**src/rtl/core/tlacc_ram.sv**
```systemverilog
`timescale 1ns / 1ps
// ---------------------------------------------------------------------------
// tlacc_ram
// Simple dual-port synchronous RAM with a registered read, write-first
// when a read and a write hit the same entry on the same edge.
// ---------------------------------------------------------------------------
module tlacc_ram #(
   parameter int DEPTH = 256,
   parameter int WIDTH = 16
) (
   input  logic                      clock,
   input  logic                      wr_en,
   input  logic [$clog2(DEPTH)-1:0]  wr_addr,
   input  logic [WIDTH-1:0]          wr_data,
   input  logic                      rd_en,
   input  logic [$clog2(DEPTH)-1:0]  rd_addr,
   output logic [WIDTH-1:0]          rd_data
);

   logic [WIDTH-1:0] mem [DEPTH];
   logic [WIDTH-1:0] rd_data_ff;

   // write port
   always_ff @(posedge clock) begin
      if (wr_en) begin
         mem[wr_addr] <= wr_data;
      end
   end

   // read port; a same-edge write to the read entry is forwarded
   always_ff @(posedge clock) begin
      if (rd_en) begin
         if (wr_en && (wr_addr == rd_addr)) begin
            rd_data_ff <= wr_data;
         end else begin
            rd_data_ff <= mem[rd_addr];
         end
      end
   end

   assign rd_data = rd_data_ff;

endmodule

```
**config.mk**
```make
export PLATFORM = sky130hd
export DESIGN_NAME = tlacc_ram
export DESIGN_NICKNAME = d
export VERILOG_FILES = /design/src/rtl/core/tlacc_ram.sv
export SDC_FILE = /design/constraint.sdc
export NUM_CORES = 2
export LEC_CHECK = 0
export ABC_AREA = 1
export ABC_CLOCK_PERIOD_IN_PS = 2500
export BUFFER_PORTS_ARGS = -buffer_cell sky130_fd_sc_hd__buf_2
export CORE_MARGIN = 8
export CORE_UTILIZATION = 35
export DETAILED_ROUTE_END_ITERATION = 8
export REMOVE_ABC_BUFFERS = 1
export SYNTH_ARGS = -nofsm -noshare
export SYNTH_HDL_FRONTEND = slang
export SYNTH_SLANG_ARGS = --single-unit
```
**constraint.sdc**
```tcl
create_clock -name clock -period 2.5 [get_ports clock]
set_clock_uncertainty 0.1 [all_clocks]
set_input_delay 0.5 -clock clock [delete_from_list [all_inputs] [get_ports clock]]
set_output_delay 0.5 -clock clock [all_outputs]
set_load 0.005 [all_outputs]
```
; Word level (Yosys, flattened, before mapping)
; Memories as Yosys holds them, arrays and structs flattened. A register that Yosys moved wholly into a read port is not among the register bits.
; Cells that the tools add are included.
[totals]
mem_bits_rw = 4096
register_bits = 0
mem_count = 1
out_inout_bits = 16
input_bits = 35
[op_classes]
n_mux = 2
[mem_list]
columns = name, depth, word_bits, rd, rd_ports_with_merged_regs, write_ports, line
row1 = mem, 256, 16, 1, 1, 1, 20  ; logic [WIDTH-1:0] mem [DEPTH];
[op_table]
columns = cell, n
row1 = two-way mux 1 bit, 2

; Longest topological paths before layout
[depth]
depth_word = 2
depth_mapped = 16

; Worst setup path before layout
; No wires, ideal clock.
[synth_path]
path_kind = input to register
from = input port wr_en
to = memory mem[161][0] (enable)
setup_ns = 0.388
n_path_buf = 2
stages = 4
arrival_ns = 1.952
path_slack_ns = 0.059
required_ns = 2.012
path_cell_list = clkbuf_1 -> nand3_1 -> clkbuf_1 -> nor2_1
[synth_between]
elab_chain_cells = 2
[synth_lines]
columns = element, line
row1 = from (decl), 12  ; input logic wr_en,
row2 = two-way mux 1 bit, 25  ; if (wr_en) begin
row3 = two-way mux 1 bit (implied by the code), 26  ; mem[wr_addr] <= wr_data;
row4 = to (decl), 20
; Every way passes these cells.

; Worst setup path in the final report
[layout_path]
from = register rd_data_ff[14], in the netlist rd_data[14] (read register of mem)
to = output port rd_data[14]
[layout_rtl]
columns = element, line
row1 = from (decl), 21  ; logic [WIDTH-1:0] rd_data_ff;
row2 = to (decl), 17  ; output logic [WIDTH-1:0] rd_data
; No word-level cell between the ends.

==> flow_summary_export.csv <==
group,metric,value,unit
drt,viasPerCell,5.36,
synth,synth_top_cell_by_area,"edfxtp_1",
placed_design,dp_cells,20279,
floorplan,num_io_pins,51,
pwr,power_density,755,nW/um2
floorplan,core_area,474000,um2
setup_path,worstPathArrival,2.05,ns
drt,ant_nets,0,
layout,fillers,43301,
layout,nets,14498,
floorplan,initial_core_util,35.0,%
setup_path,path_delay_family,"flip-flops",
layout,multi_input_area,37400,um2
setup_path,crit_fanout,1,
synth,ys_types,24,
timing,finalCriticalPeriod,2.65,ns
grt,grt_max_degree,113,
drt,wl,513,mm
flow_run,drv_cap,0,
clocking,htreeDepth,5,
clocking,cts_tree,"done",
synth,synth-seq-cells,4112,
timing,fmax,377,MHz
grt,grt_util_all_layers,19.7,%
timing,timing.final.max_slew_violations,0,
hold_path,hp-class,"in -> reg",
timing,rsz0062_at_grt,"yes",
synth,ys_top_cells_by_count,"4188 x nand2_1, 4112 x edfxtp_1, 4071 x nand3_1",
timing,hold_ws,0.128,ns
synth,synthCells,13663,
synth,ys_seq_area_share,74.4,%
clocking,clk_latency,1.06,ns
layout,final_area,199000,um2
drt,wl_per_cell,24.3,um
layout,seq_area,123000,um2
setup_path,crit_buf_inv,1,
drt,via_count,112832,
timing,hold_viol,0,
setup_path,max_stage_delay,0.81,ns
synth,ys.warnings.count,0,
drt,drc,0,
grt,grt_pass1_wl,741,mm
placed_design,place.port_buffers,50,
synth,synth.most_common_cell,"nand2_1",
setup_path,cp_slowest_cell,"edfxtp_1",
clocking,cts_inserted_buffers,412,
clocking,clockBufferDepth,4,
setup_path,path_cells,"buf_2",
layout,fin_cells,21070,
pwr,p_leak,70.1,nW
setup_path,required,1.90,ns
run_status,status,"finished, violations left",
synth,synth_edf_count,4112,
setup_path,worst_setup_path_end_kind,"output pin",
placed_design,dpl.hpwl,321,mm
floorplan,die_x,705,um
grt,overflow,0,
pwr,power,150,mW
layout,area_growth,19.9,%
clocking,clk_pin_slew,0.06,ns
run_status,violations,"setup timing",
timing,worst_pin_slew,0.839,ns
drt,first_iter_violations,14493,
setup_path,start_kind,"register",
pwr,ir_worst_vdd,0.633,mV
synth,synth_area_leaders,"edfxtp_1 74%, nand3_1 12%, nand2_1 9.5%",
timing,setup_viol,6,
synth,synthArstFlopShare,0,%
drt,dr.pass1.iters,6,
timing,slew_headroom,44.0,%
placed_design,place.gp.congestion,0.905,
floorplan,die_area,497000,um2
floorplan,die_h,705,um
floorplan,fp-row-count,253,
layout,drive_gt1_share,13.1,%
grt,grt_pass1_vias,105869,
synth,synth_top_area_share,74.4,%
setup_path,crit_type,"reg -> out",
synth,synthesis.area,166000,um2
grt,antenna_found_initial,37,
clocking,clockRootBuffer,"clkbuf_16",
clocking,clock_sinks,4112,
synth,avgSynthCellArea,12.1,um2
synth,ys.flop_type,"edfxtp_1",
placed_design,place_area,185000,um2
timing,layout_setup_ws,-0.155,ns
timing,period_share,106,%
-- stage by stage --
stage               util, %  setup TNS [ns]  setup slack, ns
floorplan                 -          -97.74            -6.11
global placement       39.0          -13.97            -1.07
detailed placement     39.0          -14.11            -1.07
CTS                    42.0          -0.331           -0.155
global route           42.0          -0.524           -0.229
finish                 42.0          -0.424           -0.155
-- sequential cells by signal (all words and copies together) (netlist names) --
register and cells:
mem 4096, rd_data 16
-- layer usage --
layer | up-vias | track usage, % | wire length, um
met5 | - | 0 | 138
met4 | 24 | 7.50 | 20600
met3 | 953 | 3.45 | 49100
met2 | 5523 | 30.5 | 232000
met1 | 55821 | 27.8 | 211000
li1 | 50511 | - | -
-- logic make-up after synthesis --
family / count (synthesis) / share of synthesized area (%)
AOI/OAI and AO/OA: 1 / 0.00301
and+or+nand+nor: 8565 / 22.5
DFF: 4112 / 74.4
buffers and inverters: 983 / 3.12
xor gates and xnor gates: 2 / 0.0106
-- layout make-up --
class	count	area share, %
antenna	15	0.0189
tap	6247	3.93
sequential	4112	62.1
clock inverter	273	1.61
multi-input combinational	8568	18.8
clock buffer	486	5.35
timing repair buffer	1326	8.11
inverter	43	0.113
-- report_power, final --
group	switching [mW]	internal, mW	total [mW]	leakage [nW]
sequential	0.135	76.0	76.1	37.0
combinational	7.34	3.21	10.5	26.4
clock	27.4	36.1	63.5	6.70
total	34.9	115	150	70.1
-- worst paths after layout --
kind                                   from     endpoint  slack, ns  cells past startpoint
worst max-delay path            rd_data[14]  rd_data[14]      -0.15                      1
worst min-delay path             rd_addr[6]   rd_data[8]       0.13                      6
worst max register to register  mem[190][0]   rd_data[0]       0.05                     11
worst min register to register   mem[22][3]   rd_data[3]       1.06                     10
-- placed cells by master, fill, tap and decap left out, drive strengths merged --
cell	n
clkinvlp	15
inv	48
edfxtp	4112
clkbuf	486
nor4b	1
bufinv	52
dlygate4sd3	17
buf	1309
nor2	297
clkinv	201
nand2	4188
diode	15
xor2	2
nand3	4071
nor3	1
nor3b	2
o21ai	1
nand4	3
nor4	2
-- worst register-to-register path: stages (launching register included) --
cell and delay, ns:
edfxtp_1 0.37, nand2_1 0.08, nand3_1 0.07, nand3_1 0.16, nand3_1 0.15, nand3_1 0.19, nand3_1 0.26, nand3_1 0.21
buf_4 0.17, nand3_1 0.29, nand3_1 0.20, nand2_1 0.07
-- timing repair --
action	in CTS	in global routing
endpoints found under the setup margin	9	11
hold buffers	17	0
resized for setup	1	5
buffers inserted	0	0
endpoints found under the hold margin	1021	0
Note: power is estimated with default switching activity, not from simulation.
