==> config.mk <==
export PLATFORM = sky130hd
export DESIGN_NAME = tlacc_init
export DESIGN_NICKNAME = d
export VERILOG_FILES = /design/src/rtl/core/tlacc_init.sv
export SDC_FILE = /design/constraint.sdc
export NUM_CORES = 1
export LEC_CHECK = 0
export BUFFER_PORTS_ARGS = -buffer_cell sky130_fd_sc_hd__buf_2
export CAP_MARGIN = 10
export CORE_AREA = 2 2 39 41
export CTS_BUF_LIST = sky130_fd_sc_hd__clkbuf_16
export CTS_CLUSTER_DIAMETER = 150
export DETAILED_ROUTE_END_ITERATION = 10
export DIE_AREA = 0 0 41 43
export GPL_TIMING_DRIVEN = 0
export SLEW_MARGIN = 30
export SYNTH_ARGS = -nofsm -noshare
export SYNTH_HDL_FRONTEND = slang
export SYNTH_SLANG_ARGS = --single-unit
==> constraint.sdc <==
create_clock -name clock -period 1.5 [get_ports clock]
set_input_delay 0.075 -clock clock [delete_from_list [all_inputs] [get_ports clock]]
set_output_delay 0.075 -clock clock [all_outputs]
set_load 0.02 [all_outputs]
==> src/rtl/core/tlacc_init.sv <==
`timescale 1ns / 1ps
// ---------------------------------------------------------------------------
// tlacc_init
// Post-reset sweep that walks every row address once so the row memories
// can be zeroed.
// ---------------------------------------------------------------------------
module tlacc_init #(
   parameter int ROWS = 256
) (
   input  logic                     clock,
   input  logic                     reset,
   output logic                     busy,
   output logic [$clog2(ROWS)-1:0]  addr
);

   localparam int RW = $clog2(ROWS);

   logic          busy_ff, busy_in;
   logic [RW-1:0] cnt_ff, cnt_in;

   // sweep counter
   always_comb begin
      busy_in = busy_ff;
      cnt_in  = cnt_ff;
      if (busy_ff) begin
         if (cnt_ff == RW'(ROWS - 1)) begin
            busy_in = 1'b0;
         end else begin
            cnt_in = cnt_ff + RW'(1);
         end
      end
   end

   always_ff @(posedge clock) begin
      if (reset) begin
         busy_ff <= 1'b1;
         cnt_ff  <= '0;
      end else begin
         busy_ff <= busy_in;
         cnt_ff  <= cnt_in;
      end
   end

   assign busy = busy_ff;
   assign addr = cnt_ff;

endmodule

# [Word-level counts from Yosys, hierarchy flattened]
# Index checks and enable logic that the tools add are counted.
[op_classes] n_addsub=1 eq_ne=1 mux=2 n_bitwise=1 reduce_logical=1
[ops] cell="8-bit by 1-bit adder with 8-bit output, second input constant" n=1
[ops] cell="8-bit equality test, second input constant" n=1
[ops] cell="1-bit two-way mux" n=2
[ops] cell="2-bit AND reduction" n=1
[ops] cell="1-bit NOT" n=1
[totals] regBits=9 in_bits=2 output_inout_bits=9

# [Longest topological paths before layout]
[depth] word_depth=3 ltp_mapped=5

# [Worst setup path after synthesis]
# No wires, ideal clock.
[synth_path] path_type="register -> register" startpoint="register cnt_ff[0] (netlist: addr[0])" endpoint="register cnt_ff[6] (netlist: addr[6])" setup_time_ps=129 arrival_time_ps=1312 t_required_ps=1371 slack_ps=59 stages_incl_launch_ff=6 path_cell_list="dfxtp_1 ha_1 and4_2 nand3_1 nor3b_1 nor3_1"
[synth_via] elab_chain_len=3
[synth_lines] element="start: declaration" line_no="19" rtl="logic [RW-1:0] cnt_ff, cnt_in;"
[synth_lines] element="start signal: assignment" line_no="40" rtl="cnt_ff <= cnt_in;"
[synth_lines] element="branches (longest 3 deep; another with 8-bit by 1-bit adder with 8-bit output)"
# Parallel ways; which one is timed is not known.
# A chain may end at the register's enable or synchronous reset.

# [Worst setup path in the final report]
[layout_path] startpoint="register cnt_ff[1] (netlist: addr[1])" endpoint="register cnt_ff[6] (netlist: addr[6])"
# The elaborated chain is that of the path after synthesis.

==> flow_summary.json <==
{
  "end_kind": "register",
  "setup-tns-final_ps": 0,
  "finClkSkew_ps": 1.917,
  "crit_cells": 5,
  "die_w_um": 41,
  "period_share_pct": 88.82,
  "maxCapViolations": 0,
  "final_area_sq_um": 561.8,
  "combPwrFrac_pct": 4.7,
  "diodes": 0,
  "p_switching_mw": 0.1459,
  "gr-total-overflow": 0,
  "endpoint": "addr[6]",
  "dr.pass1.iters": 4,
  "ys_seq_area_share_pct": 44.58,
  "cts.sinks": 9,
  "drt-vias-per-instance": 5.118,
  "seqPwrFrac_pct": 34.3,
  "ys.warnings.count": 0,
  "crit_type": "reg -> reg",
  "final_max_slew_viol_count": 0,
  "h-tree-depth": 1,
  "cp_top_family": "simple AND/OR/NAND/NOR gates",
  "synth_cell_types": 23,
  "grt_pass1_wl_um": 1352,
  "postCtsSetupBuffers": 0,
  "drive_gt1_share_pct": 26.67,
  "insertion_delay_ps": 230,
  "syn-num-nets": 50,
  "min_period_ps": 1332,
  "area_growth_pct": 39.01,
  "ios": 11,
  "crit_chain": "ha_4 > and4_2 > nand3_1 > nor3b_1 > nor3_1",
  "power.density_nw_per_um2": 1346,
  "nets": 64,
  "netlist_instances": 47,
  "cpMaxStageDelayCell": "dfxtp_1",
  "synth_edf_count": 0,
  "r2r_start": "addr[1]",
  "coreArea_sq_um": 1384,
  "die_area_sq_um": 1763,
  "status": "complete, no violations",
  "drt_iter0_drc": 9,
  "rsz0062_at_grt": "false",
  "hold_buffers": 0,
  "cts_tree": "built",
  "clkTransAtPathRegs_ps": 40,
  "r2r-end": "addr[6]",
  "critPathBufInv": 0,
  "ys_async_sr_fraction_pct": 0,
  "synth_top_family_by_area": "simple AND/OR/NAND/NOR gates",
  "regToRegSetupSlack_ps": 170,
  "yosys-top-cells-count": "dfxtp_1 (9), nor2_1 (7), nand3_1 (5)",
  "synth-xor-area-share_pct": 2.167,
  "finalWeightedCongestion": 0.7514,
  "drc_errors": 0,
  "synth_top_area_cell": "dfxtp_1",
  "setup_violations": 0,
  "root_buffer": "clkbuf_16",
  "ff2ff_path_depth": 5,
  "via_count": 389,
  "routedWlPerCell_um": 10.97,
  "crit_start": "addr[1]",
  "start_util_pct": 29.20,
  "rows": 14,
  "slowest_delay_ps": 420,
  "worstSetupStartpointType": "register",
  "total_power_mw": 0.7563,
  "holdPathStages": 2,
  "synth-seq-cells": 9,
  "ant_nets": 0,
  "synth_compound_area_share_pct": 15.48,
  "synth_simple_gate_area_share_pct": 30.34,
  "hpwl_um": 590.7,
  "netlist.area_leader.share_pct": 44.58,
  "slew_headroom_pct": 75.46,
  "synth.area.mux_share_pct": 2.477,
  "place_area_sq_um": 469.2,
  "p_int_mw": 0.6103,
  "syn_area_sq_um": 404.1,
  "max_clock_freq_mhz": 750.6,
  "die_h_um": 43,
  "clock_power_share_pct": 61.1,
  "p_leak_nw": 0.2174,
  "peakVddDrop_mv": 0.6040,
  "clockBufferDepth": 2,
  "worst_pin_slew_ps": 368.1,
  "synth_adder_area_share_pct": 3.096,
  "syn_area_per_cell_sq_um": 8.599,
  "track_usage_pct": 11.88,
  "port_buffers": 9,
  "p_sw_share_pct": 19.30,
  "worst-endpoint-arrival_ps": 1440,
  "antenna_found_initial": 0,
  "synth_flop_cell": "dfxtp_1",
  "crit_fanout": 5,
  "routed_wl_um": 834,
  "grt_pass1_vias": 315,
  "cts_buffers": 3,
  "synth.most_common_cell": "dfxtp_1",
  "crit_required_ps": 1600,
  "grt_max_degree": 10,
  "synthTopCellsByArea": "dfxtp_1 (45%), nor2_1 (6.5%), nand3_1 (6.2%)",
  "hp-class": "in -> reg",
  "hold_viol": 0
}
metal layers:
layer / routed length [um] / part of all wire [%] / vias to the layer above / track usage (%)
met5: 0 / 0 / - / 0
met4: 24 / 2.9 / 0 / 10.00
met3: 56 / 6.7 / 3 / 4.712
met2: 333 / 40 / 12 / 14.06
met1: 419 / 50 / 170 / 15.91
li1: - / - / 204 / -
power by group through the flow:
stage | clock, mW | combinational, mW | sequential (mW)
floorplan | 0 | 0.0154 | 0.267
global placement | 0 | 0.0335 | 0.260
detailed placement | 0 | 0.0336 | 0.260
CTS | 0.470 | 0.0336 | 0.256
global route | 0.485 | 0.0413 | 0.261
finish | 0.462 | 0.0353 | 0.259
sequential cells by signal, indices dropped and copies added (netlist names):
| name | flops |
|---|---|
| busy | 1 |
| addr | 8 |
repair_timing:
action,4_1_cts,5_1_grt
endpoints found under the setup margin,0,2
hold endpoints to repair,0,0
resized for setup,0,3
cell usage in the layout (no fill, tap or decap), types with 2 or more instances in the layout:
master / count
nor3_1: 2
inv_1: 2
a21oi_1: 2
nand3_1: 5
nand4_1: 3
dfxtp_1: 8
o21ai_0: 3
nor2_1: 7
buf_2: 9
clkbuf_16: 3
worst reg2reg max path, cell delays in order (launching register included):
cell     delay, ps
dfxtp_1        420
ha_4           190
and4_2         260
nand3_1         80
nor3b_1        190
nor3_1          70
logic make-up (layout without fill, tap and decap cells):
kind of cell    after synthesis  count (layout)
fa+ha+maj                     1               1
mux                           1               1
simple gates                 23              23
flops                         9               9
buf+inv                       2              15
compound gates               10              10
xor+xnor                      1               1
final cells by class:
cell class              instances  area [sq um]
inverters                       1         3.754
multi-input cells              36         229.0
well taps                      16         20.02
clock buffers                   3         75.07
plain buffers                   1         3.754
fillers                       148         822.0
clock inverters                 1         3.754
flip-flops and latches          9         181.4
repair buffers                  9         45.04
metrics by stage:
step	hold WS, ps	setup slack, ps	std cells	util [%]
after floorplan	366.4	59.02	47	-
after global placement	451.1	116.8	72	33.91
after detailed placement	445.4	85.67	72	33.91
after CTS	198.5	89.43	76	39.60
after global routing	252.0	25.21	76	40.60
final	192.5	167.7	76	40.60
worst min path at each step:
stage	start	to	slack [ps]
2_1_floorplan	reset	addr[3]	370
3_3_place_gp	reset	addr[4]	450
3_5_place_dp	reset	addr[4]	450
4_1_cts	reset	addr[4]	200
5_1_grt	reset	addr[7]	250
6_report	reset	addr[4]	190
Power figures use the tool's default switching activity.
